$ cat src/rtl/segmented_record_rejoiner_core_macros.svh
// Assertion macros shared by the rejoiner RTL
`ifndef SEGMENTED_RECORD_REJOINER_CORE_MACROS_SVH
`define SEGMENTED_RECORD_REJOINER_CORE_MACROS_SVH

// same-cycle implication, disabled in reset
`define SRR_ASSERT_NOW(label, clk, rst_n, ante, cons, msg) \
    label: assert property (@(posedge clk) disable iff (!rst_n) (ante) |-> (cons)) \
        else $error(msg);

// next-cycle implication, disabled in reset
`define SRR_ASSERT_NEXT(label, clk, rst_n, ante, cons, msg) \
    label: assert property (@(posedge clk) disable iff (!rst_n) (ante) |=> (cons)) \
        else $error(msg);

`endif

$ cat src/rtl/srr_pkg.sv
// Shared types and constants of the segmented record rejoiner
package srr_pkg;

    localparam int QUEUE_DEPTH = 4;
    localparam int QUEUE_AW    = $clog2(QUEUE_DEPTH);

    localparam logic [15:0] LIMIT_RESET = 16'd512;

    localparam logic [1:0] KIND_APPEND   = 2'd0;
    localparam logic [1:0] KIND_PATCH    = 2'd1;
    localparam logic [1:0] KIND_LEN_ERR  = 2'd2;
    localparam logic [1:0] KIND_CODE_ERR = 2'd3;

    localparam logic [1:0] SEG_CONT  = 2'd0;
    localparam logic [1:0] SEG_START = 2'd1;
    localparam logic [1:0] SEG_END   = 2'd2;
    localparam logic [1:0] SEG_WHOLE = 2'd3;

    typedef enum logic [2:0] {
        CMD_BYTE,
        CMD_WORD,
        CMD_WORD_PATCH,
        CMD_LEN_ERR,
        CMD_CODE_ERR
    } t_cmd_op;

    typedef struct packed {
        t_cmd_op     op;
        logic [31:0] value;
        logic [31:0] offset;
    } t_cmd;

    typedef struct packed {
        logic full;
        logic empty;
    } t_q_stat;

endpackage

$ cat src/rtl/srr_front.sv
// Front end: parses segment headers and turns input bytes into commands
module srr_front (
    input  logic          i_clk,
    input  logic          i_rst_n,
    input  logic          i_valid,
    input  logic [7:0]    i_byte,
    output logic          o_ready,
    input  logic          i_cfg_valid,
    input  logic [15:0]   i_cfg_data,
    input  srr_pkg::t_q_stat i_q_stat,
    output logic          o_push,
    output srr_pkg::t_cmd o_cmd
);
    import srr_pkg::*;

    typedef enum logic [1:0] {
        PH_HEADER,
        PH_BODY,
        PH_TRAILER
    } t_phase;

    t_phase      r_phase, n_phase;
    logic        r_halted, n_halted;
    logic [15:0] r_pos, n_pos;
    logic [31:0] r_len, n_len;
    logic [15:0] r_code, n_code;
    logic [15:0] r_body, n_body;
    logic [31:0] r_sum, n_sum;
    logic [31:0] r_start, n_start;
    logic [31:0] r_ocount, n_ocount;
    logic [15:0] r_limit, n_limit;

    logic        w_fire;
    logic        w_len_bad;
    logic [15:0] w_code;
    logic [15:0] w_body_hdr;

    assign o_ready    = !i_q_stat.full;
    assign w_fire     = i_valid && o_ready;
    assign w_len_bad  = (r_len < 32'd2) || (({1'b0, r_len} + 33'd2) > {17'd0, r_limit});
    assign w_code     = {i_byte, r_code[7:0]};
    assign w_body_hdr = r_len[15:0] - 16'd2;

    always_comb begin
        n_phase  = r_phase;
        n_halted = r_halted;
        n_pos    = r_pos;
        n_len    = r_len;
        n_code   = r_code;
        n_body   = r_body;
        n_sum    = r_sum;
        n_start  = r_start;
        n_ocount = r_ocount;
        n_limit  = r_limit;
        o_push   = 1'b0;
        o_cmd    = '{op: CMD_BYTE, value: 32'd0, offset: 32'd0};
        if (i_cfg_valid) begin
            n_limit = i_cfg_data;
        end
        if (w_fire && !r_halted) begin
            unique case (r_phase)
                PH_HEADER: begin
                    if (r_pos < 16'd4) begin
                        n_len[8*r_pos[1:0] +: 8] = i_byte;
                        n_pos = r_pos + 16'd1;
                    end else if (r_pos == 16'd4) begin
                        n_code[7:0] = i_byte;
                        n_pos = r_pos + 16'd1;
                    end else begin
                        n_pos  = 16'd0;
                        n_code = w_code;
                        if (w_len_bad) begin
                            o_push   = 1'b1;
                            o_cmd.op = CMD_LEN_ERR;
                            n_halted = 1'b1;
                        end else if (w_code > 16'd3) begin
                            o_push   = 1'b1;
                            o_cmd.op = CMD_CODE_ERR;
                            n_halted = 1'b1;
                        end else begin
                            n_body = w_body_hdr;
                            case (w_code[1:0])
                                SEG_START: begin
                                    n_start     = r_ocount;
                                    n_sum       = {16'd0, w_body_hdr};
                                    o_push      = 1'b1;
                                    o_cmd.op    = CMD_WORD;
                                    o_cmd.value = {16'd0, w_body_hdr};
                                    n_ocount    = r_ocount + 32'd4;
                                end
                                SEG_WHOLE: begin
                                    n_sum       = {16'd0, w_body_hdr};
                                    o_push      = 1'b1;
                                    o_cmd.op    = CMD_WORD;
                                    o_cmd.value = {16'd0, w_body_hdr};
                                    n_ocount    = r_ocount + 32'd4;
                                end
                                default: begin
                                    n_sum = r_sum + {16'd0, w_body_hdr};
                                end
                            endcase
                            n_phase = (w_body_hdr != 16'd0) ? PH_BODY : PH_TRAILER;
                        end
                    end
                end
                PH_BODY: begin
                    o_push      = 1'b1;
                    o_cmd.op    = CMD_BYTE;
                    o_cmd.value = {24'd0, i_byte};
                    n_ocount    = r_ocount + 32'd1;
                    if (({1'b0, r_pos} + 17'd1) >= {1'b0, r_body}) begin
                        n_phase = PH_TRAILER;
                        n_pos   = 16'd0;
                    end else begin
                        n_pos = r_pos + 16'd1;
                    end
                end
                PH_TRAILER: begin
                    if (r_pos == 16'd3) begin
                        n_phase = PH_HEADER;
                        n_pos   = 16'd0;
                        if (r_code[1:0] == SEG_END) begin
                            o_push       = 1'b1;
                            o_cmd.op     = CMD_WORD_PATCH;
                            o_cmd.value  = r_sum;
                            o_cmd.offset = r_start;
                            n_ocount     = r_ocount + 32'd4;
                        end else if (r_code[1:0] == SEG_WHOLE) begin
                            o_push      = 1'b1;
                            o_cmd.op    = CMD_WORD;
                            o_cmd.value = r_sum;
                            n_ocount    = r_ocount + 32'd4;
                        end
                    end else begin
                        n_pos = r_pos + 16'd1;
                    end
                end
                default: begin
                    n_phase = PH_HEADER;
                end
            endcase
        end
    end

    always_ff @(posedge i_clk) begin
        if (!i_rst_n) begin
            r_phase  <= PH_HEADER;
            r_halted <= 1'b0;
            r_pos    <= 16'd0;
            r_len    <= 32'd0;
            r_code   <= 16'd0;
            r_body   <= 16'd0;
            r_sum    <= 32'd0;
            r_start  <= 32'd0;
            r_ocount <= 32'd0;
            r_limit  <= LIMIT_RESET;
        end else begin
            r_phase  <= n_phase;
            r_halted <= n_halted;
            r_pos    <= n_pos;
            r_len    <= n_len;
            r_code   <= n_code;
            r_body   <= n_body;
            r_sum    <= n_sum;
            r_start  <= n_start;
            r_ocount <= n_ocount;
            r_limit  <= n_limit;
        end
    end

endmodule

$ cat src/rtl/srr_cmd_fifo.sv
// Command queue between front end and result generator
module srr_cmd_fifo (
    input  logic             i_clk,
    input  logic             i_rst_n,
    input  logic             i_push,
    input  srr_pkg::t_cmd    i_cmd,
    input  logic             i_pop,
    output srr_pkg::t_cmd    o_head,
    output srr_pkg::t_q_stat o_stat
);
    import srr_pkg::*;
    `include "segmented_record_rejoiner_core_macros.svh"

    t_cmd                r_mem [QUEUE_DEPTH];
    logic [QUEUE_AW-1:0] r_wr_ptr;
    logic [QUEUE_AW-1:0] r_rd_ptr;
    logic [QUEUE_AW:0]   r_count;

    assign o_head       = r_mem[r_rd_ptr];
    assign o_stat.full  = (r_count == (QUEUE_AW+1)'(QUEUE_DEPTH));
    assign o_stat.empty = (r_count == '0);

    always_ff @(posedge i_clk) begin
        if (i_push) begin
            r_mem[r_wr_ptr] <= i_cmd;
        end
    end

    always_ff @(posedge i_clk) begin
        if (!i_rst_n) begin
            r_wr_ptr <= '0;
            r_rd_ptr <= '0;
            r_count  <= '0;
        end else begin
            if (i_push) begin
                r_wr_ptr <= r_wr_ptr + 1'b1;
            end
            if (i_pop) begin
                r_rd_ptr <= r_rd_ptr + 1'b1;
            end
            case ({i_push, i_pop})
                2'b10:   r_count <= r_count + 1'b1;
                2'b01:   r_count <= r_count - 1'b1;
                default: r_count <= r_count;
            endcase
        end
    end

    `SRR_ASSERT_NOW(a_no_push_full, i_clk, i_rst_n, i_push, !o_stat.full, "push into full queue")
    `SRR_ASSERT_NOW(a_no_pop_empty, i_clk, i_rst_n, i_pop, !o_stat.empty, "pop from empty queue")
    `SRR_ASSERT_NEXT(a_count_track, i_clk, i_rst_n, (i_push && !i_pop), (r_count != '0), "count lost a push")

endmodule

$ cat src/rtl/srr_back.sv
// Back end: expands queued commands into result transactions
module srr_back (
    input  logic             i_clk,
    input  logic             i_rst_n,
    input  srr_pkg::t_cmd    i_head,
    input  srr_pkg::t_q_stat i_q_stat,
    output logic             o_pop,
    output logic             o_valid,
    input  logic             i_ready,
    output logic [71:0]      o_data,
    output logic [1:0]       o_user,
    output logic             o_last
);
    import srr_pkg::*;
    `include "segmented_record_rejoiner_core_macros.svh"

    logic        r_busy;
    t_cmd        r_cmd;
    logic [2:0]  r_step;
    logic        r_out_valid;
    logic [71:0] r_data;
    logic [1:0]  r_user;
    logic        r_last;

    t_cmd        w_act;
    logic        w_act_valid;
    logic [2:0]  w_step;
    logic        w_load;
    logic        w_fire;
    logic        w_final;
    logic [7:0]  w_byte;
    logic [31:0] w_off;
    logic [31:0] w_val;
    logic [1:0]  w_kind;

    assign w_act       = r_busy ? r_cmd : i_head;
    assign w_act_valid = r_busy || !i_q_stat.empty;
    assign w_step      = r_busy ? r_step : 3'd0;
    assign w_load      = !r_out_valid || i_ready;
    assign w_fire      = w_load && w_act_valid;
    assign o_pop       = w_fire && !r_busy;

    always_comb begin
        w_kind  = KIND_APPEND;
        w_byte  = 8'd0;
        w_off   = 32'd0;
        w_val   = 32'd0;
        w_final = 1'b1;
        unique case (w_act.op)
            CMD_BYTE: begin
                w_byte = w_act.value[7:0];
            end
            CMD_WORD: begin
                w_byte  = w_act.value[8*w_step[1:0] +: 8];
                w_final = (w_step == 3'd3);
            end
            CMD_WORD_PATCH: begin
                if (w_step == 3'd4) begin
                    w_kind = KIND_PATCH;
                    w_off  = w_act.offset;
                    w_val  = w_act.value;
                end else begin
                    w_byte  = w_act.value[8*w_step[1:0] +: 8];
                    w_final = 1'b0;
                end
            end
            CMD_LEN_ERR: begin
                w_kind = KIND_LEN_ERR;
            end
            CMD_CODE_ERR: begin
                w_kind = KIND_CODE_ERR;
            end
            default: begin
                w_kind = KIND_APPEND;
            end
        endcase
    end

    always_ff @(posedge i_clk) begin
        if (!i_rst_n) begin
            r_busy      <= 1'b0;
            r_step      <= 3'd0;
            r_out_valid <= 1'b0;
        end else begin
            if (w_load) begin
                r_out_valid <= w_act_valid;
            end
            if (w_fire) begin
                if (w_final) begin
                    r_busy <= 1'b0;
                    r_step <= 3'd0;
                end else begin
                    r_busy <= 1'b1;
                    r_step <= w_step + 3'd1;
                end
            end
        end
    end

    always_ff @(posedge i_clk) begin
        if (w_fire) begin
            r_cmd  <= w_act;
            r_data <= {w_val, w_off, w_byte};
            r_user <= w_kind;
            r_last <= w_final;
        end
    end

    assign o_valid = r_out_valid;
    assign o_data  = r_data;
    assign o_user  = r_user;
    assign o_last  = r_last;

    `SRR_ASSERT_NOW(a_busy_step, i_clk, i_rst_n, r_busy, (r_step != 3'd0), "busy with step zero")
    `SRR_ASSERT_NOW(a_word_step, i_clk, i_rst_n, (r_busy && r_cmd.op == CMD_WORD), (r_step <= 3'd3), "word step overrun")
    `SRR_ASSERT_NEXT(a_busy_out, i_clk, i_rst_n, (w_fire && !w_final), o_valid, "expansion without result")

endmodule

$ cat src/rtl/segmented_record_rejoiner_core.sv
// A byte's command is queued, then registered in the output stage before results are offered.
// Throughput: one input byte per cycle while the command queue is not full; one result per
// cycle while i_m_tready is high, set by the output stage. Length words and patched closing
// words expand into result bursts; a 4-entry queue between parser and output stage absorbs them.
// Reset: synchronous active-low; clears parser state, queue, output and sets limit to 512.
module segmented_record_rejoiner_core (
    input  logic        i_clk,
    input  logic        i_rst_n,
    input  logic        i_s_tvalid,
    output logic        o_s_tready,
    input  logic [7:0]  i_s_tdata,   // [7:0] in_byte
    output logic        o_m_tvalid,
    input  logic        i_m_tready,
    output logic [71:0] o_m_tdata,   // [7:0] out_byte, [39:8] patch_offset, [71:40] patch_value
    output logic [1:0]  o_m_tuser,   // [1:0] kind
    output logic        o_m_tlast,
    input  logic        i_cfg_valid,
    output logic        o_cfg_ready,
    input  logic [15:0] i_cfg_data   // [15:0] buffer_limit
);
    import srr_pkg::*;

    logic    w_push;
    logic    w_pop;
    t_cmd    w_cmd;
    t_cmd    w_head;
    t_q_stat w_q_stat;

    assign o_cfg_ready = 1'b1;

    srr_front u_front (
        .i_clk       (i_clk),
        .i_rst_n     (i_rst_n),
        .i_valid     (i_s_tvalid),
        .i_byte      (i_s_tdata),
        .o_ready     (o_s_tready),
        .i_cfg_valid (i_cfg_valid),
        .i_cfg_data  (i_cfg_data),
        .i_q_stat    (w_q_stat),
        .o_push      (w_push),
        .o_cmd       (w_cmd)
    );

    srr_cmd_fifo u_fifo (
        .i_clk   (i_clk),
        .i_rst_n (i_rst_n),
        .i_push  (w_push),
        .i_cmd   (w_cmd),
        .i_pop   (w_pop),
        .o_head  (w_head),
        .o_stat  (w_q_stat)
    );

    srr_back u_back (
        .i_clk    (i_clk),
        .i_rst_n  (i_rst_n),
        .i_head   (w_head),
        .i_q_stat (w_q_stat),
        .o_pop    (w_pop),
        .o_valid  (o_m_tvalid),
        .i_ready  (i_m_tready),
        .o_data   (o_m_tdata),
        .o_user   (o_m_tuser),
        .o_last   (o_m_tlast)
    );

endmodule
$ cat config.mk
export PLATFORM = sky130hd
export DESIGN_NAME = segmented_record_rejoiner_core
export DESIGN_NICKNAME = d
export VERILOG_FILES = /design/src/rtl/srr_pkg.sv /design/src/rtl/srr_front.sv /design/src/rtl/srr_cmd_fifo.sv /design/src/rtl/srr_back.sv /design/src/rtl/segmented_record_rejoiner_core.sv
export VERILOG_INCLUDE_DIRS = /design/src /design/src/rtl
export SDC_FILE = /design/constraint.sdc
export NUM_CORES = 1
export LEC_CHECK = 0
export ABC_AREA = 1
export CORE_MARGIN = 5
export CORE_UTILIZATION = 50
export CTS_CLUSTER_DIAMETER = 60
export CTS_CLUSTER_SIZE = 14
export DETAILED_ROUTE_END_ITERATION = 8
export DONT_BUFFER_PORTS = 1
export GPL_ROUTABILITY_DRIVEN = 0
export PLACE_DENSITY = 0.62
export SLEW_MARGIN = 20
export SYNTH_ARGS = -nofsm -noshare
export SYNTH_HDL_FRONTEND = slang
export SYNTH_SLANG_ARGS = --single-unit
$ cat constraint.sdc
create_clock -name i_clk -period 15.2 [get_ports i_clk]
set_clock_uncertainty 0.05 [all_clocks]
set_input_delay 0.76 -clock i_clk [delete_from_list [all_inputs] [get_ports i_clk]]
set_output_delay 0.76 -clock i_clk [all_outputs]
set_load 0.005 [all_outputs]
== Yosys cells after proc, flatten, opt, wreduce, memory -nomap -nowiden ==
Memories as Yosys holds them, arrays and structs flattened. A register that Yosys moved wholly into a read port is not among the register bits.
Index checks and enable logic that the tools add are counted.

* Logic and storage cells: 167
* Bits in writable memories: 268
* Bits of input ports: 29
* Flip-flop bits (word level): 341
* Output and inout bits: 78
* Memories kept: 1

{| class="wikitable"
|+ Memory list
! name !! words !! width !! read ports !! clocked after memory_dff !! write ports !! RTL line !! text
|-
| u_fifo.r_mem || 4 || 67 || 1 || 1 || 1 || srr_cmd_fifo.sv:14 || <nowiki>t_cmd r_mem [QUEUE_DEPTH];</nowiki>
|}

* Reduce and logical (&&, ||, !) cells: 29
* Bitwise logic cells: 4
* Magnitude comparators: 5
* Multiplexer cells: 65
* Equality and inequality tests: 24
* $add $sub $neg: 13
* Shift operators: 3

{| class="wikitable"
|+ Operators by type and width
! kind !! count
|-
| $mux 32 || 13
|-
| $mux 67 || 3
|-
| $mux 35 || 3
|-
| $pmux 35 s3 || 1
|-
| $pmux 32 s3 || 1
|-
| $mux 33 || 2
|-
| $mux 16 || 4
|-
| $pmux 16 s3 || 1
|-
| $neg 5->34 || 1
|-
| $shift 8x34->32 const A || 1
|-
| $shiftx 8x34->32 || 1
|-
| $add 32x2->33 const B || 1
|-
| $gt 33x16->1 || 1
|-
| $add 32x1->32 const B || 1
|-
| $add 32x16->32 || 1
|-
| $add 32x3->32 const B || 1
|-
| $bwmux 32 || 1
|-
| $lt 32x2->1 const B || 1
|-
| $shiftx 32x6->8 || 1
|-
| $pmux 8 s3 || 1
|-
| $mux 2 || 9
|-
| $add 16x1->17 const B || 1
|-
| $ge 17x16->1 || 1
|-
| $add 16x1->16 const B || 1
|-
| 40 further kinds || 91
|}

== Longest topological paths before layout ==
Gate-level depths: netlist (run 1).

* Word-level depth: 11
* Mapped depth: 28
* Depth with buffers taken out: 27

== Cells and area by module ==
From an unflattened synthesis (run 1), not the netlist that was laid out.

* Cell total of the unflattened synthesis: 3384
* Area total of the unflattened synthesis: 30016.3 um^2

{| class="wikitable"
|+ By module, submodules not included
! module !! cells an instance !! area each (um^2) !! instances
|-
| srr_front || 2120 || 13285.2 || 1
|-
| srr_cmd_fifo || 705 || 10377.5 || 1
|-
| srr_back || 557 || 6342.3 || 1
|-
| segmented_record_rejoiner_core || 2 || 11.3 || 1
|}

== Worst setup path after synthesis (run 1) ==
OpenSTA, ideal clock, no wires.

* Path kind: register -> register
* Start: register u_back.r_busy
* End: register u_fifo.r_count[2]
* Library setup time: 122 ps
* Cell stages (with the launch flop): 13
* Arrival: 10384 ps
* Required time: 15028 ps
* Path slack: 4644 ps
* Cell sequence: dfxtp_1 inv_1 clkbuf_1 a31oi_1 nand2_1 inv_1 ha_1 inv_1 fa_1 a21oi_1 o21ai_0 o21ai_0 a21oi_1

* Longest elaborated chain between the ends: 5
* Elaborated cells between the ends (all ways): 8

{| class="wikitable"
|+ RTL lines
! what !! RTL line !! text
|-
| start, declared || srr_back.sv:17 || <nowiki>logic r_busy;</nowiki>
|-
| start signal, assigned || srr_back.sv:81 || <nowiki>r_busy <= 1'b0;</nowiki>
|-
| start signal, assigned || srr_back.sv:90 || <nowiki>r_busy <= 1'b0;</nowiki>
|-
| start signal, assigned || srr_back.sv:93 || <nowiki>r_busy <= 1'b1;</nowiki>
|-
| $logic_or 1x1->1 * || srr_back.sv:37 || <nowiki>assign w_act_valid = r_busy || !i_q_stat.empty;</nowiki>
|-
| $logic_and 1x1->1 * || srr_back.sv:40 || <nowiki>assign w_fire = w_load && w_act_valid;</nowiki>
|-
| net u_back.w_fire || srr_back.sv:29 || <nowiki>logic w_fire;</nowiki>
|-
| $logic_and 1x1->1 * || srr_back.sv:41 || <nowiki>assign o_pop = w_fire && !r_busy;</nowiki>
|-
| net u_back.o_pop || srr_back.sv:7 || <nowiki>output logic o_pop,</nowiki>
|-
| $eq 2x1->1 or $eq 2x2->1 (tied branches) || srr_cmd_fifo.sv:41 || <nowiki>case ({i_push, i_pop})</nowiki>
|-
| $pmux 3 s2 or $reduce_bool 2->1 (tied branches) || -- ||
|-
| end signal, assigned || srr_cmd_fifo.sv:42 || <nowiki>2'b10: r_count <= r_count + 1'b1;</nowiki>
|-
| end signal, assigned || srr_cmd_fifo.sv:43 || <nowiki>2'b01: r_count <= r_count - 1'b1;</nowiki>
|-
| end signal, assigned || srr_cmd_fifo.sv:44 || <nowiki>default: r_count <= r_count;</nowiki>
|-
| end, declared || srr_cmd_fifo.sv:17 || <nowiki>logic [QUEUE_AW:0] r_count;</nowiki>
|}

Mark *: on every way through the listed nets, which the timed path passes. The rest lies on a longest branch.
A chain may end at the register's enable or synchronous reset.

== Worst setup path after layout (run 1) ==
* Start: register u_front.r_len[3]
* End: register u_fifo.r_count[2]

* Longest elaborated chain between the ends: 10
* Elaborated cells between the ends (all ways): 13

{| class="wikitable"
|+ RTL lines
! what !! RTL line !! text
|-
| start, declared || srr_front.sv:25 || <nowiki>logic [31:0] r_len, n_len;</nowiki>
|-
| start signal, assigned || srr_front.sv:161 || <nowiki>r_len <= n_len;</nowiki>
|-
| $add 32x2->33 || srr_front.sv:40 || <nowiki>assign w_len_bad = (r_len < 32'd2) || (({1'b0, r_len} + 33'd2) > {17'd0, r_limit});</nowiki>
|-
| $gt 33x16->1 || srr_front.sv:40 ||
|-
| $logic_or 1x1->1 * || srr_front.sv:40 ||
|-
| $mux 1 * || srr_front.sv:72 || <nowiki>if (w_len_bad) begin</nowiki>
|-
| $mux 1 * || srr_front.sv:66 || <nowiki>end else if (r_pos == 16'd4) begin</nowiki>
|-
| $mux 1 * || srr_front.sv:63 || <nowiki>if (r_pos < 16'd4) begin</nowiki>
|-
| $pmux 1 s3 * || srr_front.sv:61 || <nowiki>unique case (r_phase)</nowiki>
|-
| $mux 1 * || srr_front.sv:60 || <nowiki>if (w_fire && !r_halted) begin</nowiki>
|-
| $eq 2x1->1 or $eq 2x2->1 (tied branches) || srr_cmd_fifo.sv:41 ||
|-
| $pmux 3 s2 or $reduce_bool 2->1 (tied branches) || -- ||
|}

Mark *: on every way between the ends. The rest lies on a longest branch, timed or not.

==> metrics.md, run 1 <==
| Metric | Value |
|---|---|
| Status | `finished, final reports clean` |
| Hold buffers post-CTS | `0` |
| Boundary Pins | `107` |
| Die X | `251 um` |
| Syn_nets | `3338` |
| Setup CP Type | `reg -> reg` |
| First-pass GRT wire length | `115 mm` |
| GRT Resource Usage Total | `22.4%` |
| Setup TNS | `0 ns` |
| FILL cells | `5135` |
| Worst-path clk slew | `0.07 ns` |
| Area after DPL | `29700 sq um` |
| Slew headroom | `27.8%` |
| Die area | `63100 sq um` |
| WP data required | `15.64 ns` |
| Worst-skew pair later-pin latency | `0.62 ns` |
| Leak | `11.5 nW` |
| Ys async rst share | `0%` |
| Post-Syn Area | `29100 sq um` |
| Register-to-register setup slack | `10.34 ns` |
| Clock net sink count | `611` |
| Final hold violation count | `0` |
| Number of H-tree levels | `2` |
| Largest net degree at the start of global routing | `146` |
| Count of final setup violators | `0` |
| Antenna violations before repair | `1` |
| DRT Pass-1 Iters | `5` |
| DRT iter0 DRCs | `2150` |
| Crit share post-route | `31.9%` |
| Worst hold path type | `in -> reg` |
| Crit path DAT | `5.30 ns` |
| Fin area | `31400 sq um` |
| Starting Density | `50.4%` |
| CTS resizes | `0` |
| Via count | `22314` |
| Max rail drop VDD | `0.000247 V` |
| Pwr/cell area | `156 nW/um^2` |
| Min Tclk post-route | `4.86 ns` |
| Placed Cells | `3869` |
| Vias in the first global route | `21076` |
| Most frequent cells in the layout | `nand2_1 (583), nor2_1 (423), edfxtp_1 (410)` |
| Syn Area/Cell | `8.99 sq um` |
| Final cell count without fillers | `3970` |
| Layout cells sized above 1 | `4.15%` |
| Max Slew Vio Count | `0` |
| Total power | `4.89 mW` |
| Number of synthesized flops with an enable pin | `410` |
| YS warnings | `0` |
| Worst-Margin Slew | `1.08 ns` |
| Max Root-Sink Buffers | `3` |
| FF+latch count, synth | `611` |
| Dpl hpwl | `47.1 mm` |
| Core ar. | `57700 sq um` |
| Max_cap viols | `0` |
| F_max | `206 MHz` |
| CTS tree | `yes` |
| Fin util | `54.4%` |
| CP Launch Type | `flop` |
| Die height | `251 um` |
| Vias per cell | `5.62` |
| Drc violations | `0` |
| Most common cell after layout, fill and taps aside | `nand2_1` |
| DRT antenna net count | `0` |
| Port Buffers | `0` |
| Crit path max fanout | `8` |
| Core Rows | `88` |
| Routed wire length | `72.9 mm` |
| Routed len/inst | `18.4 um` |
| Post-synthesis sequential area ratio | `56.1%` |
| Yosys cell types | `48` |
| Synth Flop Type | `edfxtp_1` |
| RSZ-0062 raised after global routing | `false` |
| Synth-to-Final Area Change | `7.84%` |
| Post-Synthesis Cells | `3237` |
| Nets | `3261` |
| Clock root cell | `clkbuf_16` |
| Post-CTS setup buffers | `0` |
| Total CTS buffers | `54` |
| GRT overflow | `0` |
| Crit end category | `flop` |
==> layer usage <==
layer	routed length, um	track usage [%]
met1	33400	32.2
met2	33000	35.7
met3	4750	3.79
met4	1670	5.88
met5	0	0
==> registers in the layout, indices dropped and copies added (netlist names), 32 cells and up, named ones only <==
| name | cells |
|---|---|
| u_back.o_data | 72 |
| u_front.r_start | 32 |
| u_front.r_sum | 32 |
| u_front.r_ocount | 32 |
| u_front.r_len | 32 |
| u_back.r_cmd | 67 |
| u_fifo.r_mem | 268 |
==> path summary, 6_finish.rpt <==
check,from,end,cells after the start
max,u_front.r_len[3],u_fifo.r_count[2],26
min,i_cfg_valid,u_front.r_limit[9],1
max reg2reg,u_front.r_len[3],u_fifo.r_count[2],26
min reg2reg,u_front.r_ocount[31],u_front.r_ocount[31],2
==> cells in the mapped netlist, drive strengths merged, types with 2 or more instances <==
| cell | instances | area share [%] |
|---|---|---|
| a22oi | 10 | 0.26 |
| nand3 | 69 | 1.2 |
| ha | 70 | 3.0 |
| nor3 | 59 | 1.1 |
| a211oi | 6 | 0.15 |
| nand3b | 11 | 0.28 |
| o21a | 4 | 0.10 |
| nor2 | 433 | 5.7 |
| nor3b | 33 | 0.85 |
| and2 | 3 | 0.065 |
| inv | 292 | 3.8 |
| nand4 | 58 | 1.3 |
| nand2 | 585 | 7.6 |
| or2 | 4 | 0.086 |
| xnor2 | 7 | 0.21 |
| o21ai | 334 | 5.8 |
| fa | 2 | 0.14 |
| a31oi | 24 | 0.52 |
| a21o | 2 | 0.052 |
| o31ai | 2 | 0.052 |
| nor4 | 20 | 0.43 |
| edfxtp | 410 | 42 |
| o22ai | 67 | 1.4 |
| o21bai | 6 | 0.15 |
| buf | 33 | 0.57 |
| dfxtp | 201 | 14 |
| clkbuf | 128 | 1.7 |
| clkinv | 6 | 0.077 |
| a21oi | 259 | 4.5 |
| o211a | 7 | 0.24 |
| xor2 | 87 | 2.6 |
==> cells by family (layout without fill, tap and decap cells) <==
kind of cell | count (synthesis) | after routing | synth area share [%]
compound gates | 724 | 724 | 13.3
xor+xnor | 94 | 94 | 2.83
fa+ha+maj | 72 | 72 | 3.15
buf+inv | 459 | 426 | 6.07
flops | 611 | 611 | 56.1
other cells | 1 | 2 | 0.0129
simple gates | 1276 | 1276 | 18.5
==> report_power, final <==
part / internal, mW / total (mW) / switching [mW]
clock: 0.703 / 1.32 / 0.619
sequential: 2.13 / 2.26 / 0.131
combinational: 0.338 / 1.30 / 0.963
==> worst max-delay path: stages (launching register included) <==
cell      delay [ns]
dfxtp_1         0.49
nand3_1         0.22
nor2_1          0.33
inv_1           0.07
nor2_1          0.21
xor2_1          0.21
inv_1           0.07
ha_1            0.29
nand2_1         0.06
inv_1           0.06
nand4_1         0.09
nor2_1          0.10
nand2_1         0.06
nor3_1          0.19
nand3_1         0.11
nand2_2         0.20
nand3_2         0.14
o21bai_1        0.17
nand2_1         0.10
nand2_1         0.36
ha_1            0.23
inv_1           0.07
fa_1            0.37
a21oi_1         0.14
o21ai_0         0.12
o21ai_0         0.17
a21oi_1         0.05
==> stage by stage <==
stage	setup WS (ns)	hold WS, ns
4_1_cts	10.40	0.170
5_1_grt	9.89	0.187
2_1_floorplan	4.64	0.385
3_5_place_dp	10.44	0.410
3_3_place_gp	10.50	0.398
6_report	10.34	0.204
==> cell type report <==
type	count	area [sq um]	share of cell area, %
timing repair buffer	28	223	0.710
multi-input combinational	2167	11100	35.3
clock buffer	86	1500	4.78
inverter	298	1120	3.57
clock inverter	14	158	0.502
antenna	1	2.50	0.00797
tap	765	957	3.05
sequential	611	16300	52.1
Note: power is estimated with default switching activity, not from simulation.
==> inputs of run 2 (changes only) <==
clock period = 5 ns   (was 15.2 ns; I/O delays follow)
==> run 2 against run 1 <==
Compared with the run above:
- clock power rose to 3.1 times the previous value
- power increased to 3.1 times the previous value
- setup slack lost 9.8 ns
- worst hold slack got worse by 0.18 ns
- combinational power grew to 3.1 times the previous value
- die area unchanged
- global-route usage rose by 0.26 points
- register-to-register slack lost 9.8 ns
- critical path type unchanged
- largest power group unchanged
==> metrics.md, run 2 (synthesis results as in run 1) <==
| Metric | Value |
|---|---|
| Total power | `15.0 mW (+210%)` |
| Starting Density | `50.4% (unchanged)` |
| Total CTS buffers | `55 (+1.9%)` |
| Worst-path clk slew | `0.06 ns (about the same)` |
| Largest net degree at the start of global routing | `145 (-0.68%)` |
| Hold_ws | `0.0243 ns (-0.180 ns)` |
| Worst-skew pair later-pin latency | `0.63 ns (about the same)` |
| Crit share post-route | `89.3% (+57 points)` |
| Boundary Pins | `107 (unchanged)` |
| Status | `finished, final reports clean` |
| Max Root-Sink Buffers | `3 (unchanged)` |
| Routed wire length | `73.8 mm (+1.2%)` |
| R2R cell count | `26 (unchanged)` |
| Antenna violations before repair | `1 (unchanged)` |
| Critical Path Stages | `26 (unchanged)` |
| Crit path from | `u_front.r_len[3]` |
| Clock root cell | `clkbuf_16` |
| Min Tclk post-route | `4.47 ns (-0.390 ns)` |
| Die area | `63100 sq um (unchanged)` |
| Most frequent cells in the layout | `nand2_1 (584), nor2_1 (423), edfxtp_1 (410)` |
| Leak | `11.8 nW (+2.3%)` |
| DRT antenna net count | `0 (unchanged)` |
| Worst hold start | `i_rst_n` |
| DRT iter0 DRCs | `1999 (-7.0%)` |
| Nets | `3312 (+1.6%)` |
| Pwr/cell area | `470 nW/um^2 (+200%)` |
| WHS Path Cells | `4 (+3)` |
| Fin util | `55.4% (+0.96 points)` |
| Reg with most FFs | `u_fifo.r_mem` |
| Synth-to-Final Area Change | `9.74%` |
| Max rail drop VDD | `0.000732 V (+200%)` |
| Most common cell after layout, fill and taps aside | `nand2_1` |
| Port Buffers | `0 (unchanged)` |
| Vias per cell | `5.61 (-0.24%)` |
| Die X | `251 um (unchanged)` |
| Post-CTS setup buffers | `0 (unchanged)` |
| F_max | `224 MHz (+8.7%)` |
| Area after DPL | `29800 sq um (+0.40%)` |
| M1 WL | `34.0 mm (+1.7%)` |
| Core Rows | `88 (unchanged)` |
| Setup CP Type | `reg -> reg` |
| WP data required | `5.45 ns (-10.19 ns)` |
| Vias in the first global route | `21214 (+0.65%)` |
| Routed len/inst | `18.3 um (about the same)` |
| Final hold violation count | `0 (unchanged)` |
| Crit path max-delay family | `simple AND/OR/NAND/NOR gates` |
| Crit-path slowest cell | `dfxtp_1` |
| Crit path DAT | `4.91 ns (-0.39 ns)` |
| Wire length on met2 | `33.8 mm (+2.4%)` |
| Layout cells sized above 1 | `4.51% (+0.36 points)` |
| Setup TNS | `0 ns (unchanged)` |
| Largest register FFs | `268 (unchanged)` |
| CTS tree | `yes` |
| Max Slew Vio Count | `0 (unchanged)` |
| Drc violations | `0 (unchanged)` |
| Dpl hpwl | `48.0 mm (+2.0%)` |
| Critical path buffer and inverter count | `4 (unchanged)` |
| Max_cap viols | `0 (unchanged)` |
| Die height | `251 um (unchanged)` |
| Crit path max fanout | `8 (unchanged)` |
| FILL cells | `5065 (-1.4%)` |
| Core ar. | `57700 sq um (unchanged)` |
| Clock net sink count | `611 (unchanged)` |
| DRT Pass-1 Iters | `7 (+2)` |
| Crit end category | `flop` |
| Worst-Margin Slew | `1.09 ns (+0.0104 ns)` |
| CTS resizes | `0 (unchanged)` |
| Met3 routed WL | `4.55 mm (-4.3%)` |
| Worst hold path type | `in -> reg` |
| Fin area | `31900 sq um (+1.8%)` |
| GRT Resource Usage Total | `22.7% (+0.26 points)` |
| DR top layer | `met4` |
| Slew headroom | `27.1% (-0.78 points)` |
| Via count | `22552 (+1.1%)` |
| First-pass GRT wire length | `116 mm (+1.1%)` |
| GRT overflow | `0 (unchanged)` |
| RSZ-0062 raised after global routing | `false` |
| Number of H-tree levels | `2 (unchanged)` |
| CP Launch Type | `flop` |
| Critical path's largest stage delay | `0.48 ns (about the same)` |
| Count of final setup violators | `0 (unchanged)` |
| R2R Path Start | `u_front.r_len[3]` |
| Register-to-register setup slack | `0.53 ns (-9.81 ns)` |
## run 2: cell types whose count changed in the layout (fill, tap and decap cells not counted), moves of 2 or more
cell / delta
dlygate4sd3_1: +34
buf_4: +14
clkbuf_16: +3
clkinv_2: -3
clkinvlp_4: +3
clkinv_16: +2
inv_8: +2
## run 2: final cells by class
class / count / area, sq um / share of cell area (%)
timing repair buffer: 78 / 716 / 2.24
clock inverter: 13 / 164 / 0.513
sequential: 611 / 16300 / 51.2
tap: 765 / 957 / 3.00
inverter: 298 / 1120 / 3.51
multi-input combinational: 2167 / 11100 / 34.6
clock buffer: 89 / 1580 / 4.94
antenna: 1 / 2.50 / 0.00784
## run 2: metal layers
layer  track usage, %  vias to the layer above
met5                0                        -
met4             5.68                        0
met3             3.54                       97
met2             36.0                      682
met1             33.0                    10795
li1                 -                    10978
## run 2: worst paths after layout
check	to
worst max register to register	u_fifo.r_count[2]
worst min-delay path	u_front.r_sum[31]
worst min register to register	u_front.r_halted
worst max-delay path	u_fifo.r_count[2]
## run 2: worst min-delay path: cells and delay by family
kind / cells / cell delay (ns)
AO/OA/AOI/OAI: 1 / 0.18
AND/OR/NAND/NOR: 2 / 0.15
buffers and inverters: 1 / 0.06
## run 2: per-stage QoR
step | worst slack [ns] | cells
3_5_place_dp | 0.587 | 3884
6_report | 0.535 | 4022
3_3_place_gp | 0.625 | 3884
5_1_grt | 0.0340 | 4022
2_1_floorplan | -0.745 | 3237
4_1_cts | 0.562 | 4021
## run 2: repair_timing
item                                    CTS  global route
hold endpoints to repair                133             0
hold buffers                             35             0
endpoints found under the setup margin    0             0
## run 2: report_power, final
group          internal, mW  switching, mW
sequential             6.48          0.385
clock                  2.19           1.90
combinational          1.08           2.98
